--- config.mk ---
export PLATFORM = sky130hd
export DESIGN_NAME = i2c_bitbang_master_sequencer
export DESIGN_NICKNAME = d
export VERILOG_FILES = /design/src/rtl/i2cbb_pkg.sv /design/src/rtl/i2cbb_fifo.sv /design/src/rtl/i2cbb_front.sv /design/src/rtl/i2cbb_back.sv /design/src/rtl/i2c_bitbang_master_sequencer.sv
export VERILOG_INCLUDE_DIRS = /design/src /design/src/rtl
export SDC_FILE = /design/constraint.sdc
export NUM_CORES = 1
export LEC_CHECK = 0
export BUFFER_PORTS_ARGS = -buffer_cell sky130_fd_sc_hd__buf_4
export CAP_MARGIN = 10
export CORE_MARGIN = 1
export CORE_UTILIZATION = 61
export DETAILED_ROUTE_END_ITERATION = 16
export PLACE_DENSITY_LB_ADDON = 0.12
export SLEW_MARGIN = 0
export SYNTH_ARGS = -nofsm -noshare
export SYNTH_HDL_FRONTEND = slang
export SYNTH_SLANG_ARGS = --single-unit
export TNS_END_PERCENT = 100
--- constraint.sdc ---
create_clock -name clk -period 6.2 [get_ports clk]
set_input_delay 0.31 -clock clk [delete_from_list [all_inputs] [get_ports clk]]
set_output_delay 0.31 -clock clk [all_outputs]
set_load 0.005 [all_outputs]
--- src/rtl/i2c_bitbang_master_sequencer_defines.svh ---
// ----------------------------------------------------------------------------
// I2C bit-bang sequencer assertion macros
// Shared concurrent assertion forms; clocked on clk, disabled in reset.
// ----------------------------------------------------------------------------
`ifndef I2C_BITBANG_MASTER_SEQUENCER_DEFINES_SVH
`define I2C_BITBANG_MASTER_SEQUENCER_DEFINES_SVH

// same-cycle implication
`define I2CBB_ASSERT_NOW(label, ante, cons) \
    label: assert property (@(posedge clk) disable iff (!rst_n) (ante) |-> (cons)) \
        else $error("i2cbb assertion failed");

// next-cycle implication
`define I2CBB_ASSERT_NEXT(label, ante, cons) \
    label: assert property (@(posedge clk) disable iff (!rst_n) (ante) |=> (cons)) \
        else $error("i2cbb assertion failed");

`endif

--- src/rtl/i2cbb_pkg.sv ---
// ----------------------------------------------------------------------------
// i2cbb_pkg
// Shared types and timing constants of the I2C bit-bang sequencer.
// ----------------------------------------------------------------------------
package i2cbb_pkg;

    localparam logic [2:0] T_LONG        = 3'd4;
    localparam logic [2:0] T_HALF        = 3'd2;
    localparam logic [2:0] T_SAMPLE      = 3'd1;
    localparam logic [3:0] BITS_PER_BYTE = 4'd8;
    localparam logic [7:0] POLL_RESET    = 8'd250;

    typedef enum logic [2:0] {
        OP_NONE  = 3'd0,
        OP_START = 3'd1,
        OP_STOP  = 3'd2,
        OP_WRITE = 3'd3,
        OP_WAIT  = 3'd4,
        OP_READ  = 3'd5,
        OP_ACK   = 3'd6,
        OP_NACK  = 3'd7
    } op_t;

    // one tick as decoded by the front end
    typedef struct packed {
        op_t        op;
        logic [7:0] tx_byte;
        logic       send_ack;
        logic       sda_in;
    } cmd_t;

    // pin and status snapshot after one tick
    typedef struct packed {
        logic       scl_level;
        logic       sda_level;
        logic       sda_drive;
        logic       busy_res;
        logic       done_res;
        logic [7:0] rx_byte;
        logic       ack_failed;
    } res_t;

endpackage

--- src/rtl/i2cbb_fifo.sv ---
// ----------------------------------------------------------------------------
// i2cbb_fifo
// Small register FIFO; no push when full, no pop when empty.
// ----------------------------------------------------------------------------
module i2cbb_fifo #(
    parameter int WIDTH = 8,
    parameter int DEPTH = 2
) (
    input  logic             clk,
    input  logic             rst_n,
    input  logic             wr_en,
    input  logic [WIDTH-1:0] wr_data,
    output logic             full,
    input  logic             rd_en,
    output logic [WIDTH-1:0] rd_data,
    output logic             empty
);

    localparam int PTR_W = $clog2(DEPTH);
    localparam int CNT_W = $clog2(DEPTH + 1);

    logic [WIDTH-1:0] mem_reg [DEPTH];
    logic [PTR_W-1:0] wr_ptr_reg, wr_ptr_next;
    logic [PTR_W-1:0] rd_ptr_reg, rd_ptr_next;
    logic [CNT_W-1:0] count_reg, count_next;
    logic             do_wr, do_rd;

    assign full    = (count_reg == CNT_W'(DEPTH));
    assign empty   = (count_reg == '0);
    assign do_wr   = wr_en && !full;
    assign do_rd   = rd_en && !empty;
    assign rd_data = mem_reg[rd_ptr_reg];

    always_comb
    begin
        wr_ptr_next = wr_ptr_reg;
        rd_ptr_next = rd_ptr_reg;
        count_next  = count_reg;
        if (do_wr)
        begin
            wr_ptr_next = (wr_ptr_reg == PTR_W'(DEPTH - 1)) ? '0 : wr_ptr_reg + 1'b1;
        end
        if (do_rd)
        begin
            rd_ptr_next = (rd_ptr_reg == PTR_W'(DEPTH - 1)) ? '0 : rd_ptr_reg + 1'b1;
        end
        if (do_wr && !do_rd)
        begin
            count_next = count_reg + 1'b1;
        end
        else if (do_rd && !do_wr)
        begin
            count_next = count_reg - 1'b1;
        end
    end

    always_ff @(posedge clk or negedge rst_n)
    begin
        if (!rst_n)
        begin
            wr_ptr_reg <= '0;
            rd_ptr_reg <= '0;
            count_reg  <= '0;
        end
        else
        begin
            wr_ptr_reg <= wr_ptr_next;
            rd_ptr_reg <= rd_ptr_next;
            count_reg  <= count_next;
        end
    end

    always_ff @(posedge clk)
    begin
        if (do_wr)
        begin
            mem_reg[wr_ptr_reg] <= wr_data;
        end
    end

endmodule

--- src/rtl/i2cbb_front.sv ---
// ----------------------------------------------------------------------------
// i2cbb_front
// Input stage: takes one tick per transaction and decodes its opcode.
// ----------------------------------------------------------------------------
module i2cbb_front (
    input  logic              clk,
    input  logic              rst_n,
    input  logic              push,
    output logic              full,
    input  logic [2:0]        opcode,
    input  logic [7:0]        tx_byte,
    input  logic              send_ack,
    input  logic              sda_in,
    output i2cbb_pkg::cmd_t   cmd,
    output logic              cmd_valid,
    input  logic              cmd_ready
);

    logic            valid_reg, valid_next;
    i2cbb_pkg::cmd_t cmd_reg;
    i2cbb_pkg::op_t  op_dec;
    logic            take;

    always_comb
    begin
        unique case (opcode)
            3'd1:    op_dec = i2cbb_pkg::OP_START;
            3'd2:    op_dec = i2cbb_pkg::OP_STOP;
            3'd3:    op_dec = i2cbb_pkg::OP_WRITE;
            3'd4:    op_dec = i2cbb_pkg::OP_WAIT;
            3'd5:    op_dec = i2cbb_pkg::OP_READ;
            3'd6:    op_dec = i2cbb_pkg::OP_ACK;
            3'd7:    op_dec = i2cbb_pkg::OP_NACK;
            default: op_dec = i2cbb_pkg::OP_NONE;
        endcase
    end

    assign full      = valid_reg && !cmd_ready;
    assign take      = push && !full;
    assign cmd_valid = valid_reg;
    assign cmd       = cmd_reg;

    always_comb
    begin
        valid_next = valid_reg;
        if (take)
        begin
            valid_next = 1'b1;
        end
        else if (cmd_ready)
        begin
            valid_next = 1'b0;
        end
    end

    always_ff @(posedge clk or negedge rst_n)
    begin
        if (!rst_n)
        begin
            valid_reg <= 1'b0;
        end
        else
        begin
            valid_reg <= valid_next;
        end
    end

    always_ff @(posedge clk)
    begin
        if (take)
        begin
            cmd_reg.op       <= op_dec;
            cmd_reg.tx_byte  <= tx_byte;
            cmd_reg.send_ack <= send_ack;
            cmd_reg.sda_in   <= sda_in;
        end
    end

endmodule

--- src/rtl/i2cbb_back.sv ---
// ----------------------------------------------------------------------------
// i2cbb_back
// Bus sequencer: advances the pin state machine by one tick per command.
// ----------------------------------------------------------------------------
`include "i2c_bitbang_master_sequencer_defines.svh"

module i2cbb_back (
    input  logic            clk,
    input  logic            rst_n,
    input  logic [7:0]      ack_poll_limit,
    input  logic            cmd_valid,
    input  i2cbb_pkg::cmd_t cmd,
    output logic            cmd_pop,
    input  logic            res_ready,
    output logic            res_valid,
    output i2cbb_pkg::res_t res
);

    typedef enum logic [3:0] {
        PH_IDLE,
        PH_ST_A,
        PH_ST_B,
        PH_SP_A,
        PH_SP_B,
        PH_WA_A,
        PH_WA_B,
        PH_WA_P,
        PH_WR_A,
        PH_WR_B,
        PH_WR_C,
        PH_RD_A,
        PH_RD_B,
        PH_AK_A,
        PH_AK_B
    } phase_t;

    phase_t     phase_reg, phase_next;
    logic [2:0] tick_count_reg, tick_count_next;
    logic [3:0] bit_count_reg, bit_count_next;
    logic [7:0] tx_shift_reg, tx_shift_next;
    logic [7:0] rx_shift_reg, rx_shift_next;
    logic [7:0] poll_count_reg, poll_count_next;
    logic       ack_choice_reg, ack_choice_next;
    logic       scl_reg, scl_next;
    logic       sda_reg, sda_next;
    logic       drive_reg, drive_next;
    logic       fail_reg, fail_next;
    logic       done;
    logic       step;
    logic       expired;
    logic       poll_now;

    assign step      = cmd_valid && res_ready;
    assign cmd_pop   = step;
    assign res_valid = step;
    assign expired   = (tick_count_reg <= 3'd1);
    assign poll_now  = (phase_reg == PH_WA_P) || ((phase_reg == PH_WA_B) && expired);

    always_comb
    begin
        phase_next      = phase_reg;
        tick_count_next = tick_count_reg;
        bit_count_next  = bit_count_reg;
        tx_shift_next   = tx_shift_reg;
        rx_shift_next   = rx_shift_reg;
        poll_count_next = poll_count_reg;
        ack_choice_next = ack_choice_reg;
        scl_next        = scl_reg;
        sda_next        = sda_reg;
        drive_next      = drive_reg;
        fail_next       = fail_reg;
        done            = 1'b0;

        if (phase_reg == PH_IDLE)
        begin
            unique case (cmd.op)
                i2cbb_pkg::OP_START:
                begin
                    drive_next = 1'b1; sda_next = 1'b1; scl_next = 1'b1;
                    phase_next = PH_ST_A; tick_count_next = i2cbb_pkg::T_LONG;
                end
                i2cbb_pkg::OP_STOP:
                begin
                    drive_next = 1'b1; scl_next = 1'b0; sda_next = 1'b0;
                    phase_next = PH_SP_A; tick_count_next = i2cbb_pkg::T_LONG;
                end
                i2cbb_pkg::OP_WRITE:
                begin
                    tx_shift_next  = cmd.tx_byte;
                    bit_count_next = '0;
                    drive_next = 1'b1; scl_next = 1'b0; sda_next = cmd.tx_byte[7];
                    phase_next = PH_WR_A; tick_count_next = i2cbb_pkg::T_HALF;
                end
                i2cbb_pkg::OP_WAIT:
                begin
                    fail_next       = 1'b0;
                    poll_count_next = '0;
                    drive_next = 1'b0; sda_next = 1'b1;
                    phase_next = PH_WA_A; tick_count_next = i2cbb_pkg::T_HALF;
                end
                i2cbb_pkg::OP_READ:
                begin
                    ack_choice_next = cmd.send_ack;
                    bit_count_next  = '0;
                    drive_next = 1'b0; scl_next = 1'b0;
                    phase_next = PH_RD_A; tick_count_next = i2cbb_pkg::T_HALF;
                end
                i2cbb_pkg::OP_ACK, i2cbb_pkg::OP_NACK:
                begin
                    scl_next = 1'b0; drive_next = 1'b1;
                    sda_next = (cmd.op == i2cbb_pkg::OP_NACK);
                    phase_next = PH_AK_A; tick_count_next = i2cbb_pkg::T_HALF;
                end
                default:
                begin
                end
            endcase
        end
        else if (poll_now)
        begin
            // ack window: poll SDA every tick
            phase_next      = PH_WA_P;
            tick_count_next = '0;
            if (!cmd.sda_in)
            begin
                scl_next   = 1'b0;
                phase_next = PH_IDLE;
                done       = 1'b1;
            end
            else if (poll_count_reg >= ack_poll_limit)
            begin
                fail_next  = 1'b1;
                drive_next = 1'b1; scl_next = 1'b0; sda_next = 1'b0;
                phase_next = PH_SP_A; tick_count_next = i2cbb_pkg::T_LONG;
            end
            else
            begin
                poll_count_next = poll_count_reg + 8'd1;
            end
        end
        else if (expired)
        begin
            unique case (phase_reg)
                PH_ST_A:
                begin
                    sda_next = 1'b0;
                    phase_next = PH_ST_B; tick_count_next = i2cbb_pkg::T_LONG;
                end
                PH_ST_B:
                begin
                    scl_next = 1'b0; phase_next = PH_IDLE; done = 1'b1;
                end
                PH_SP_A:
                begin
                    scl_next = 1'b1; sda_next = 1'b1;
                    phase_next = PH_SP_B; tick_count_next = i2cbb_pkg::T_LONG;
                end
                PH_SP_B:
                begin
                    phase_next = PH_IDLE; done = 1'b1;
                end
                PH_WA_A:
                begin
                    scl_next = 1'b1;
                    phase_next = PH_WA_B; tick_count_next = i2cbb_pkg::T_HALF;
                end
                PH_WR_A:
                begin
                    scl_next = 1'b1;
                    phase_next = PH_WR_B; tick_count_next = i2cbb_pkg::T_HALF;
                end
                PH_WR_B:
                begin
                    scl_next = 1'b0;
                    phase_next = PH_WR_C; tick_count_next = i2cbb_pkg::T_HALF;
                end
                PH_WR_C:
                begin
                    bit_count_next = bit_count_reg + 4'd1;
                    if (bit_count_next >= i2cbb_pkg::BITS_PER_BYTE)
                    begin
                        phase_next = PH_IDLE; done = 1'b1;
                    end
                    else
                    begin
                        tx_shift_next = {tx_shift_reg[6:0], 1'b0};
                        sda_next      = tx_shift_reg[6];
                        phase_next = PH_WR_A; tick_count_next = i2cbb_pkg::T_HALF;
                    end
                end
                PH_RD_A:
                begin
                    scl_next      = 1'b1;
                    rx_shift_next = {rx_shift_reg[6:0], cmd.sda_in};
                    phase_next = PH_RD_B; tick_count_next = i2cbb_pkg::T_SAMPLE;
                end
                PH_RD_B:
                begin
                    bit_count_next = bit_count_reg + 4'd1;
                    if (bit_count_next >= i2cbb_pkg::BITS_PER_BYTE)
                    begin
                        // trailing ack/nack bit chosen at read start
                        scl_next = 1'b0; drive_next = 1'b1; sda_next = !ack_choice_reg;
                        phase_next = PH_AK_A; tick_count_next = i2cbb_pkg::T_HALF;
                    end
                    else
                    begin
                        scl_next = 1'b0;
                        phase_next = PH_RD_A; tick_count_next = i2cbb_pkg::T_HALF;
                    end
                end
                PH_AK_A:
                begin
                    scl_next = 1'b1;
                    phase_next = PH_AK_B; tick_count_next = i2cbb_pkg::T_HALF;
                end
                PH_AK_B:
                begin
                    scl_next = 1'b0; phase_next = PH_IDLE; done = 1'b1;
                end
                default:
                begin
                    phase_next = PH_IDLE;
                end
            endcase
        end
        else
        begin
            tick_count_next = tick_count_reg - 3'd1;
        end
    end

    always_comb
    begin
        res.scl_level  = scl_next;
        res.sda_level  = sda_next;
        res.sda_drive  = drive_next;
        res.busy_res   = (phase_next != PH_IDLE);
        res.done_res   = done;
        res.rx_byte    = rx_shift_next;
        res.ack_failed = fail_next;
    end

    always_ff @(posedge clk or negedge rst_n)
    begin
        if (!rst_n)
        begin
            phase_reg      <= PH_IDLE;
            tick_count_reg <= '0;
            bit_count_reg  <= '0;
            tx_shift_reg   <= '0;
            rx_shift_reg   <= '0;
            poll_count_reg <= '0;
            ack_choice_reg <= 1'b0;
            scl_reg        <= 1'b1;
            sda_reg        <= 1'b1;
            drive_reg      <= 1'b1;
            fail_reg       <= 1'b0;
        end
        else if (step)
        begin
            phase_reg      <= phase_next;
            tick_count_reg <= tick_count_next;
            bit_count_reg  <= bit_count_next;
            tx_shift_reg   <= tx_shift_next;
            rx_shift_reg   <= rx_shift_next;
            poll_count_reg <= poll_count_next;
            ack_choice_reg <= ack_choice_next;
            scl_reg        <= scl_next;
            sda_reg        <= sda_next;
            drive_reg      <= drive_next;
            fail_reg       <= fail_next;
        end
    end

    // a completing tick always returns the sequencer to idle
    `I2CBB_ASSERT_NEXT(a_done_to_idle, step && done, phase_reg == PH_IDLE)
    // no tick consumed, no state movement
    `I2CBB_ASSERT_NEXT(a_hold_on_stall, !step, $stable(phase_reg) && $stable(rx_shift_reg))
    // during a read the master releases SDA and stays within one byte
    `I2CBB_ASSERT_NOW(a_read_released, (phase_reg == PH_RD_A) || (phase_reg == PH_RD_B),
        !drive_reg && (bit_count_reg < i2cbb_pkg::BITS_PER_BYTE))

endmodule

--- src/rtl/i2c_bitbang_master_sequencer.sv ---
// A tick passes the front-end register, the command queue and the result queue in turn.
// Throughput: one tick per clock while no queue stalls; the sequencer steps once per tick.
// Both sides stall on their own through the command queue and the result queue.
// Reset (rst_n low, asynchronous): queues empty, sequencer idle, SCL/SDA high and driven,
// ack_poll_limit back to 250, ack_failed and rx_byte cleared.
// ----------------------------------------------------------------------------
// i2c_bitbang_master_sequencer
// I2C master bit-level sequencer: one transaction per bus tick, one pin/status
// snapshot per tick out. Front end decodes, a queue decouples, back end steps
// the bus state machine, and a result queue holds snapshots until popped.
// ----------------------------------------------------------------------------
module i2c_bitbang_master_sequencer #(
    parameter int QUEUE_DEPTH = 2
) (
    input  logic        clk,
    input  logic        rst_n,

    // tick input queue
    input  logic        push,
    output logic        full,
    input  logic [2:0]  opcode,
    input  logic [7:0]  tx_byte,
    input  logic        send_ack,
    input  logic        sda_in,

    // result queue
    output logic        empty,
    input  logic        pop,
    output logic        scl_level,
    output logic        sda_level,
    output logic        sda_drive,
    output logic        busy_res,
    output logic        done_res,
    output logic [7:0]  rx_byte,
    output logic        ack_failed,

    // configuration port
    input  logic        psel,
    input  logic        penable,
    input  logic        pwrite,
    input  logic [2:0]  paddr,
    input  logic [31:0] pwdata,
    output logic [31:0] prdata,
    output logic        pready
);

    localparam int CMD_W = $bits(i2cbb_pkg::cmd_t);
    localparam int RES_W = $bits(i2cbb_pkg::res_t);

    // register index 0 sits at byte address 0; address bit 2 selects the index
    localparam logic REG_POLL_LIMIT = 1'b0;

    logic [7:0]      limit_reg;
    logic            cfg_wr;

    i2cbb_pkg::cmd_t front_cmd;
    logic            front_valid;
    logic            mid_full;
    logic [CMD_W-1:0] mid_rd_data;
    logic            mid_empty;
    i2cbb_pkg::cmd_t back_cmd;
    logic            back_pop;

    i2cbb_pkg::res_t back_res;
    logic            back_res_valid;
    logic            out_full;
    logic [RES_W-1:0] out_rd_data;
    i2cbb_pkg::res_t out_res;

    // ---------------- configuration ----------------
    assign pready = 1'b1;
    assign cfg_wr = psel && penable && pwrite && pready && (paddr[2] == REG_POLL_LIMIT);
    assign prdata = (paddr[2] == REG_POLL_LIMIT) ? {24'd0, limit_reg} : 32'd0;

    always_ff @(posedge clk or negedge rst_n)
    begin
        if (!rst_n)
        begin
            limit_reg <= i2cbb_pkg::POLL_RESET;
        end
        else if (cfg_wr)
        begin
            limit_reg <= pwdata[7:0];
        end
    end

    // ---------------- front end: accept and decode ----------------
    i2cbb_front u_front (
        .clk       (clk),
        .rst_n     (rst_n),
        .push      (push),
        .full      (full),
        .opcode    (opcode),
        .tx_byte   (tx_byte),
        .send_ack  (send_ack),
        .sda_in    (sda_in),
        .cmd       (front_cmd),
        .cmd_valid (front_valid),
        .cmd_ready (!mid_full)
    );

    // ---------------- command queue ----------------
    i2cbb_fifo #(
        .WIDTH (CMD_W),
        .DEPTH (QUEUE_DEPTH)
    ) u_cmd_q (
        .clk     (clk),
        .rst_n   (rst_n),
        .wr_en   (front_valid),
        .wr_data (front_cmd),
        .full    (mid_full),
        .rd_en   (back_pop),
        .rd_data (mid_rd_data),
        .empty   (mid_empty)
    );

    assign back_cmd = mid_rd_data;

    // ---------------- back end: bus sequencer ----------------
    // steps once per queued tick whenever the result queue has room
    i2cbb_back u_back (
        .clk            (clk),
        .rst_n          (rst_n),
        .ack_poll_limit (limit_reg),
        .cmd_valid      (!mid_empty),
        .cmd            (back_cmd),
        .cmd_pop        (back_pop),
        .res_ready      (!out_full),
        .res_valid      (back_res_valid),
        .res            (back_res)
    );

    // ---------------- result queue ----------------
    i2cbb_fifo #(
        .WIDTH (RES_W),
        .DEPTH (QUEUE_DEPTH)
    ) u_res_q (
        .clk     (clk),
        .rst_n   (rst_n),
        .wr_en   (back_res_valid),
        .wr_data (back_res),
        .full    (out_full),
        .rd_en   (pop),
        .rd_data (out_rd_data),
        .empty   (empty)
    );

    assign out_res    = out_rd_data;
    assign scl_level  = out_res.scl_level;
    assign sda_level  = out_res.sda_level;
    assign sda_drive  = out_res.sda_drive;
    assign busy_res   = out_res.busy_res;
    assign done_res   = out_res.done_res;
    assign rx_byte    = out_res.rx_byte;
    assign ack_failed = out_res.ack_failed;

endmodule
After elaboration in Yosys (flattened, before gate mapping)
Memory sizes are Yosys's and may differ from the RTL's. Index checks and enable logic that the tools add are counted. W data, S select, Z words.

$add $sub $neg: 11. Equality and inequality tests: 40. Multiplexer cells: 88. Bitwise operators: 1. Reduce and logical (&&, ||, !) cells: 56. Order comparisons: 3.

Operators by type and width (number): $mux W8 (10); $mux W7 (6); $mux W4 (10); $mux W1 (39); $pmux W4 S9 (1); $eq A4 B4 Y1 const B (7); $reduce_or A5 Y1 (5); $eq A3 B3 Y1 const B (8); $mux W3 (8); $pmux W4 S6 (1); $pmux W3 S7 (1); $eq A4 B3 Y1 const B (4); $logic_and A1 B1 Y1 (15); $reduce_bool A2 Y1 (7); $reduce_or A2 Y1 (7); $eq A3 B2 Y1 const B (4); $pmux W3 S4 (1); $logic_not A1 Y1 (10); $ne A2 B2 Y1 const B (5); $reduce_and A5 Y1 (2); $add A8 B1 Y8 const B (1); $eq A4 B2 Y1 const B (2); $ge A8 B8 Y1 (1); $mux W2 (4); other kinds (27) (40).

Input bits: 55. Memories: 2. Bits in registers: 69. RAM bits: 54.

Memories: u_res_q.mem_reg (words 2, width 14, rd ports 1, clocked after memory_dff 0, wr ports 1, RTL line i2cbb_fifo.sv:22) `logic [WIDTH-1:0] mem_reg [DEPTH];`; u_cmd_q.mem_reg (words 2, width 13, rd ports 1, clocked after memory_dff 0, wr ports 1, RTL line i2cbb_fifo.sv:22).

Depth between registers and ports, before layout
Gate-level depths: netlist of run 1.

Word-level depth: 8. Mapped depth: 9. Depth with buffers taken out: 8.

By module
Synthesis of run 1 repeated with hierarchy kept, for this count alone.

Cells, all modules: 567. Area total of the unflattened synthesis: 6558.8 um^2.

Modules (own cells, without submodules): i2cbb_back (cells each 369, area an instance 3078.0 um^2, times used 1); i2cbb_fifo at u_res_q (cells each 63, area an instance 1255.0 um^2, times used 1); i2cbb_fifo at u_cmd_q (cells each 59, area an instance 1168.6 um^2, times used 1); i2c_bitbang_master_sequencer (cells each 55, area an instance 598.1 um^2, times used 1); i2cbb_front (cells each 21, area an instance 459.2 um^2, times used 1).

Worst setup path before layout of run 1
No wires, ideal clock.

Path type: reg-to-reg. Start point: register u_back.poll_count_reg[0]. End point: register u_back.poll_count_reg[7]. Data arrival time: 2.259 ns. Setup slack: 3.820 ns. Stages on the path, launching flop included: 10. Data required time: 6.079 ns. Setup time: 0.121 ns. Period minus slack after synthesis: 2.380 ns. Path through: dfrtp_1 -> inv_1 -> ha_1 -> nand2b_1 -> a2111o_1 -> a211oi_4 -> nand2_2 -> buf_2 -> o31a_1 -> o22a_1.

Word-level cells in the longest chain between the ends: 5.

RTL lines: start: declaration (RTL line i2cbb_back.sv:42) `logic [7:0] poll_count_reg, poll_count_next;`; start signal: assignment (RTL line i2cbb_back.sv:267) `poll_count_reg <= poll_count_next;`; $add A8 B1 Y8 (RTL line i2cbb_back.sv:138) `poll_count_next = poll_count_reg + 8'd1;`; $mux W8 (RTL line i2cbb_back.sv:130) `else if (poll_count_reg >= ack_poll_limit)`; $mux W8 (RTL line i2cbb_back.sv:124) `if (!cmd.sda_in)`; $mux W8 (RTL line i2cbb_back.sv:119) `else if (poll_now)`; $mux W8 (RTL line i2cbb_back.sv:74) `if (phase_reg == PH_IDLE)`.

Several ways; a longest one is shown, not always the timed one. The select of a mux whose other input is x is not followed. A chain may end at the register's enable or synchronous reset.

Worst setup path in the final report of run 1
Start point: register u_cmd_q.rd_ptr_reg. End point: register u_back.tx_shift_reg[2].

Word-level cells in the longest chain between the ends: 4.

RTL lines: start: declaration (RTL line i2cbb_fifo.sv:24) `logic [PTR_W-1:0] rd_ptr_reg, rd_ptr_next;`; start signal: assignment (RTL line i2cbb_fifo.sv:68) `rd_ptr_reg <= rd_ptr_next;`; $mem_v2 Z2 W13 *; $eq A3 B2 Y1 (RTL line i2cbb_back.sv:76) `unique case (cmd.op)`; $ne A2 B2 Y1 (no line); $reduce_and A6 Y1 (no line); end signal: assignment (RTL line i2cbb_back.sv:265) `tx_shift_reg <= tx_shift_next;`; end: declaration (RTL line i2cbb_back.sv:40) `logic [7:0] tx_shift_reg, tx_shift_next;`.

Every way passes the cells marked *; elsewhere a longest branch is shown, timed or not. The select of a mux whose other input is x is not followed.

==> flow_metrics.tcl, run 1 <==
set metrics [dict create \
    setup_tns_ns 0 \
    syn-cell-area_sq_mm 0.00621 \
    clock_sinks 123 \
    ys_types 63 \
    layout_setup_ws_ns 3.39 \
    p_int_mw 2.35 \
    grt_usage_pct 24.8 \
    post_cts_buffers 0 \
    worst_ep_required_time_ns 6.60 \
    root_buffer "clkbuf_8" \
    die_area_sq_mm 0.0106 \
    cts_tree "done" \
    min_path_type "input pin to flop" \
    dp_cells 698 \
    place_area_sq_mm 0.00657 \
    synth.most_common_cell "edfxtp_1" \
    die_w_microns 103 \
    p_seq_share_pct 39.8 \
    rows 36 \
    synth_warnings 0 \
    grt_pass1_wl_mm 19.5 \
    cp.buffers_inverters 0 \
    drt_iter0_drc 309 \
    crit_slowest_cell "dfrtp_1" \
    irDropWorstVdd_mv 0.325 \
    cp_common_cell "nor2_1" \
    hold_violations 0 \
    clk_latency_ns 0.51 \
    gp_congestion 0.882 \
    port_buffers 52 \
    dr.pass1.iters 5 \
    place_hpwl_mm 7.88 \
    grt_overflow 0 \
    cts-resized-gates 0 \
    total_power_mw 3.64 \
    synth-edff-count 67 \
    instances_no_fill 745 \
    synth_area_leaders "edfxtp_1, dfrtp_1, mux2_2" \
    die_y_microns 103 \
    async_flop_share_pct 45.5 \
    cts.path.max_buffers 2 \
    hp-start "pwdata[2]" \
    antennaDiodeCount 0 \
    utilization_pct 74.3 \
    fill_cells 677 \
    clk_pin_slew_ns 0.06 \
    num_vias 4280 \
    start_util_pct 63.2 \
    p_sw_share_pct 35.3 \
    dp_slack_ns 3.43 \
    remaining_drc_errors 0 \
    finalCritPeriodShare_pct 45.3 \
    min_period_ns 2.81 \
    clock_skew_ns 0.00754 \
    syn_area_per_cell_sq_um 11.5 \
    core_area_sq_mm 0.00982 \
    wirelength_mm 12.1 \
    area_delta_synth_final_pct 17.5 \
    worst_pin_slew_ns 1.15 \
    largest_reg_flops 28 \
    crit_chain "mux2i_1 -> nand3_1 -> nor2_1 -> a21oi_1 -> nor2_1 -> mux2_2" \
    startpoint "u_cmd_q.rd_ptr_reg$_DFFE_PN0P_" \
    fin_nets 667 \
    setup_violations 0 \
    ys_ff_latch 123 \
    layout-drive-gt1-share_pct 25.2 \
    run_status "finished, final reports clean" \
    cts_max_level 4 \
    maxCapViolCount 0 \
    comb_power_share_pct 34.4 \
    postSynthCellCount 541 \
    critPathLaunchType "flop" \
    crit_type "flop to flop" \
    grt_pass1_vias 4021 \
    ant_nets 0 \
    fin_area_sq_mm 0.00730 \
    pwr-share-clk_pct 25.8 \
    cts_buffers 17 \
    synth_area_leader_cell "edfxtp_1" \
    io_pins 104 \
    post-synth-top-area-fraction_pct 32.4 \
    crit_family "flip-flops" \
    rsz0062_at_grt "no" \
    viasPerCell 5.74 \
    p_switching_mw 1.28 \
    p_per_area_mw_per_mm2 499 \
    timing.fmax_mhz 356 \
    avgRoutedWirePerCell_microns 16.2 \
    ys_seq_area_share_pct 55.2 \
    crit_fanout 23 \
    cp-end-kind "flop" \
    max_slew_margin_pct 22.8 \
    whs_ns 0.0259 \
    antenna_found_initial 0 \
    grt_max_degree 57 \
    crit_path_max_incr_delay_ns 0.99 \
    final_max_slew_viol_count 0 \
    yosys-top-cells-count "edfxtp_1, nor2_1, mux2_2" \
    synthFlopType "edfxtp_1" \
    cp.arrival_ns 3.21 \
    power.leakage_nw 3.01 \
    cts-hold-fix-buffers 15 \
    reg2reg_from "u_cmd_q.rd_ptr_reg$_DFFE_PN0P_" \
]
[cell families (layout without fill, tap and decap cells)]
kind of cell	Yosys count	in the layout	synth area share [%]
mux	63	63	11.1
xor+xnor	15	15	2.12
simple gates	137	137	10.9
compound gates	110	110	11.3
buf+inv	77	125	6.39
flops	123	123	55.2
other cells	2	25	0.121
fa+ha+maj	14	14	2.78
[power by group through the flow]
stage / registers [mW] / clock network (mW) / logic, mW
2_1_floorplan: 1.31 / 0 / 1.00
3_3_place_gp: 1.44 / 0 / 1.21
3_5_place_dp: 1.45 / 0 / 1.23
4_1_cts: 1.44 / 0.952 / 1.25
5_1_grt: 1.49 / 0.992 / 1.41
6_report: 1.45 / 0.940 / 1.25
[cells in the final DEF, fill, tap and decap left out, types with 8 or more instances in the layout]
cell type      Yosys  final
a21oi_1           34     34
buf_4             25     56
clkbuf_16          0     16
conb_1             2     25
dfrtp_1           47     47
dfstp_2            9      9
dlygate4sd3_1      0     15
edfxtp_1          67     67
ha_1              13     13
inv_1             20     20
mux2_2            49     49
mux2i_1           14     14
nand2_1           25     25
nand3_1           15     15
nor2_1            50     50
nor3_1             9      9
o21ai_0           25     25
xor2_1             8      8
[path summary, 6_finish.rpt]
check	cells past startpoint	end	slack, ns
min	2	limit_reg[2]$_DFFE_PN0P_	0.03
min in group asynchronous	2	u_res_q.count_reg[1]$_DFFE_PN0P_	0.41
min reg2reg	0	u_cmd_q.mem_reg[0][0]$_DFFE_PP_	0.45
max	6	u_back.tx_shift_reg[2]$_DFFE_PN0P_	3.39
max reg2reg	6	u_back.tx_shift_reg[2]$_DFFE_PN0P_	3.39
max in group asynchronous	2	u_back.rx_shift_reg[3]$_DFFE_PN0P_	5.31
[worst reg2reg max path, delay by kind of cell, from the launching register on]
kind               cells  cell delay, ns
DFF                    1            0.99
muxes                  2            0.92
and+or+nand+nor        3            0.74
AOI/OAI and AO/OA      1            0.05
[area by class of cell]
| class | instances | area (sq um) | area share (%) |
|---|---|---|---|
| Timing Repair Buffer | 71 | 571 | 7.82 |
| Sequential cell | 123 | 3420 | 46.9 |
| Multi-Input combinational cell | 364 | 2480 | 34.0 |
| Clock buffer | 18 | 428 | 5.86 |
| Inverter | 22 | 82.6 | 1.13 |
| Clock inverter | 14 | 145 | 1.99 |
| Tap cell | 133 | 166 | 2.28 |
[per-layer routing]
layer	track usage, %	part of all wire [%]	up-vias
li1	-	-	2037
met1	31.2	42	2087
met2	42.0	52	132
met3	5.69	4.4	24
met4	9.21	1.6	0
met5	0	0	-
No activity file was read; power rests on OpenSTA's default activity.
==> inputs of run 2 (changes only) <==
--- a/config.mk
+++ b/config.mk
@@ -9,7 +9,7 @@
 export BUFFER_PORTS_ARGS = -buffer_cell sky130_fd_sc_hd__buf_4
 export CAP_MARGIN = 10
 export CORE_MARGIN = 1
-export CORE_UTILIZATION = 61
+export CORE_UTILIZATION = 57
 export DETAILED_ROUTE_END_ITERATION = 16
 export PLACE_DENSITY_LB_ADDON = 0.12
 export SLEW_MARGIN = 0
==> constraint.sdc (replaced) <==
create_clock -name clk -period 2.6 [get_ports clk]
set_input_delay 0.13 -clock clk [delete_from_list [all_inputs] [get_ports clk]]
set_output_delay 0.13 -clock clk [all_outputs]
set_load 0.005 [all_outputs]
==> run 2 against run 1 <==
Maximum frequency increased by 11%. First-iteration DRC count grew 2.9%. Final area grew 3.2%. Combinational power increased to 2.6 times the previous value. Sequential power increased by 130%. Global-route usage shrank 0.76 points. Flip-flop and latch count stayed put. Wire length is 4.6% higher. Clock power is 140% higher. Cell count is 4.2% higher. Critical path type unchanged.
==> flow_metrics.tcl, run 2 (synthesis gave the netlist of run 1 again) <==
set metrics [dict create \
    run_status "finished, final reports clean" \
    antennaDiodeCount 0 \
    grt_usage_pct 24.0 \
    irDropWorstVdd_mv 0.595 \
    cts_tree "done" \
    area_delta_synth_final_pct 21.3 \
    crit_fanout 6 \
    largest_reg_flops 28 \
    worst_pin_slew_ns 1.16 \
    p_sw_share_pct 34.7 \
    timing.fmax_mhz 396 \
    seqCellArea_sq_mm 0.00342 \
    multi_input_area_sq_mm 0.00248 \
    clock_skew_ns 0.00726 \
    grt_pass1_wl_mm 20.8 \
    drt_iter0_drc 318 \
    crit_path_max_incr_delay_ns 0.46 \
    utilization_pct 72.0 \
    cp-end-kind "flop" \
    die_area_sq_mm 0.0113 \
    setup_tns_ns 0 \
    grt_max_degree 57 \
    root_buffer "clkbuf_8" \
    rows 37 \
    place_hpwl_mm 8.28 \
    ant_nets 0 \
    antenna_found_initial 0 \
    crit_slowest_cell "a2111o_1" \
    grt_overflow 0 \
    cts_max_level 4 \
    viasPerCell 5.59 \
    cts-resized-gates 0 \
    wirelength_mm 12.6 \
    avgRoutedWirePerCell_microns 16.3 \
    p_int_mw 5.80 \
    p_per_area_mw_per_mm2 1180 \
    p_seq_share_pct 38.0 \
    min_period_ns 2.52 \
    fill_cells 701 \
    crit_chain "inv_1 -> ha_1 -> nand2b_1 -> a2111o_1 -> a21oi_1 -> nor3_1 -> or3_1 -> mux2_2" \
    worst_ep_required_time_ns 3.03 \
    cts.path.max_buffers 2 \
    num_vias 4337 \
    setup_violations 0 \
    cts_buffers 17 \
    fin_nets 695 \
    start_util_pct 59.3 \
    power.leakage_nw 3.16 \
    die_y_microns 106 \
    remaining_drc_errors 0 \
    rsz0062_at_grt "yes" \
    clk_pin_slew_ns 0.06 \
    hold_violations 0 \
    mostFrequentLayoutCells "buf_4, edfxtp_1, nor2_1, mux2_2, dfrtp_1" \
    cp.arrival_ns 2.96 \
    p_switching_mw 3.09 \
    io_pins 104 \
    dr.pass1.iters 5 \
    clk_latency_ns 0.51 \
    grt_pass1_vias 4214 \
    finalCritPeriodShare_pct 97.0 \
    gp_congestion 0.865 \
    min_path_type "input pin to flop" \
    comb_power_share_pct 37.1 \
    maxCapViolCount 0 \
    port_buffers 52 \
    core_area_sq_mm 0.0105 \
    final_max_slew_viol_count 0 \
    critPathLaunchType "flop" \
    mostFrequentLayoutCell "buf_4" \
    crit_type "flop to flop" \
    die_w_microns 106 \
    pwr-share-clk_pct 24.9 \
    clock_sinks 123 \
    max_slew_margin_pct 22.5 \
    layout-drive-gt1-share_pct 26.9 \
]
[run 2: worst max-delay path: cells and delay by family, from the launching register on]
family / cells / cell delay [ns]
buffers and inverters: 1 / 0.10
adders and majority gates: 1 / 0.27
muxes: 1 / 0.30
and+or+nand+nor: 3 / 0.67
AOI/OAI and AO/OA: 2 / 0.70
DFF: 1 / 0.43
[run 2: per-layer routing]
metal	wire, microns	global-route usage (%)	vias up
met2	6350	39.6	140
met5	0	0	-
met4	216	9.72	0
met1	5510	30.8	2090
li1	-	-	2085
met3	539	5.33	22
[run 2: cell type report]
class,count,share of cell area (%)
Multi-Input combinational cell,364,32.9
Sequential cell,123,45.5
Clock buffer,27,7.24
Tap cell,136,2.26
Clock inverter,5,0.349
Timing Repair Buffer,99,10.7
Inverter,22,1.10
[run 2: through the flow]
stage	hold slack (ns)	total power [mW]	std cells	cell area, sq um	setup WS, ns
floorplan	-0.166	5.52	564	6290	0.220
global placement	0.231	6.50	718	6710	0.155
detailed placement	0.226	6.60	718	6710	0.0919
CTS	0.0567	8.89	773	7510	0.0719
global route	0.0660	9.46	776	7530	-0.0160
finish	0.0643	8.88	776	7530	0.0769
[run 2: what timing repair did]
action,in CTS,in global routing
hold endpoints to repair,69,0
endpoints found under the setup margin,0,4
setup buffers,0,2
hold buffers,23,0
[run 2: worst paths after layout]
check | from | to | slack, ns | cells past startpoint
min in group asynchronous | rst_n | u_cmd_q.wr_ptr_reg$_DFFE_PN0P_ | 0.22 | 2
hold / removal | pop | u_res_q.rd_ptr_reg$_DFFE_PN0P_ | 0.06 | 3
setup / recovery | u_back.poll_count_reg[0]$_DFFE_PN0P_ | u_back.drive_reg$_DFFE_PN1P_ | 0.08 | 8
setup reg to reg | u_back.poll_count_reg[0]$_DFFE_PN0P_ | u_back.drive_reg$_DFFE_PN1P_ | 0.08 | 8
hold reg to reg | u_front.cmd[0]$_DFFE_PP_ | u_cmd_q.mem_reg[0][0]$_DFFE_PP_ | 0.45 | 0
max in group asynchronous | rst_n | u_back.tick_count_reg[0]$_DFFE_PN0P_ | 1.89 | 2
[run 2: power groups by stage]
stage,Combinational [mW],Sequential [mW],Clock [mW]
after floorplan,2.39,3.13,0
after global placement,3.14,3.36,0
after detailed placement,3.20,3.40,0
after CTS,3.28,3.37,2.23
after global routing,3.66,3.45,2.35
final,3.30,3.38,2.21
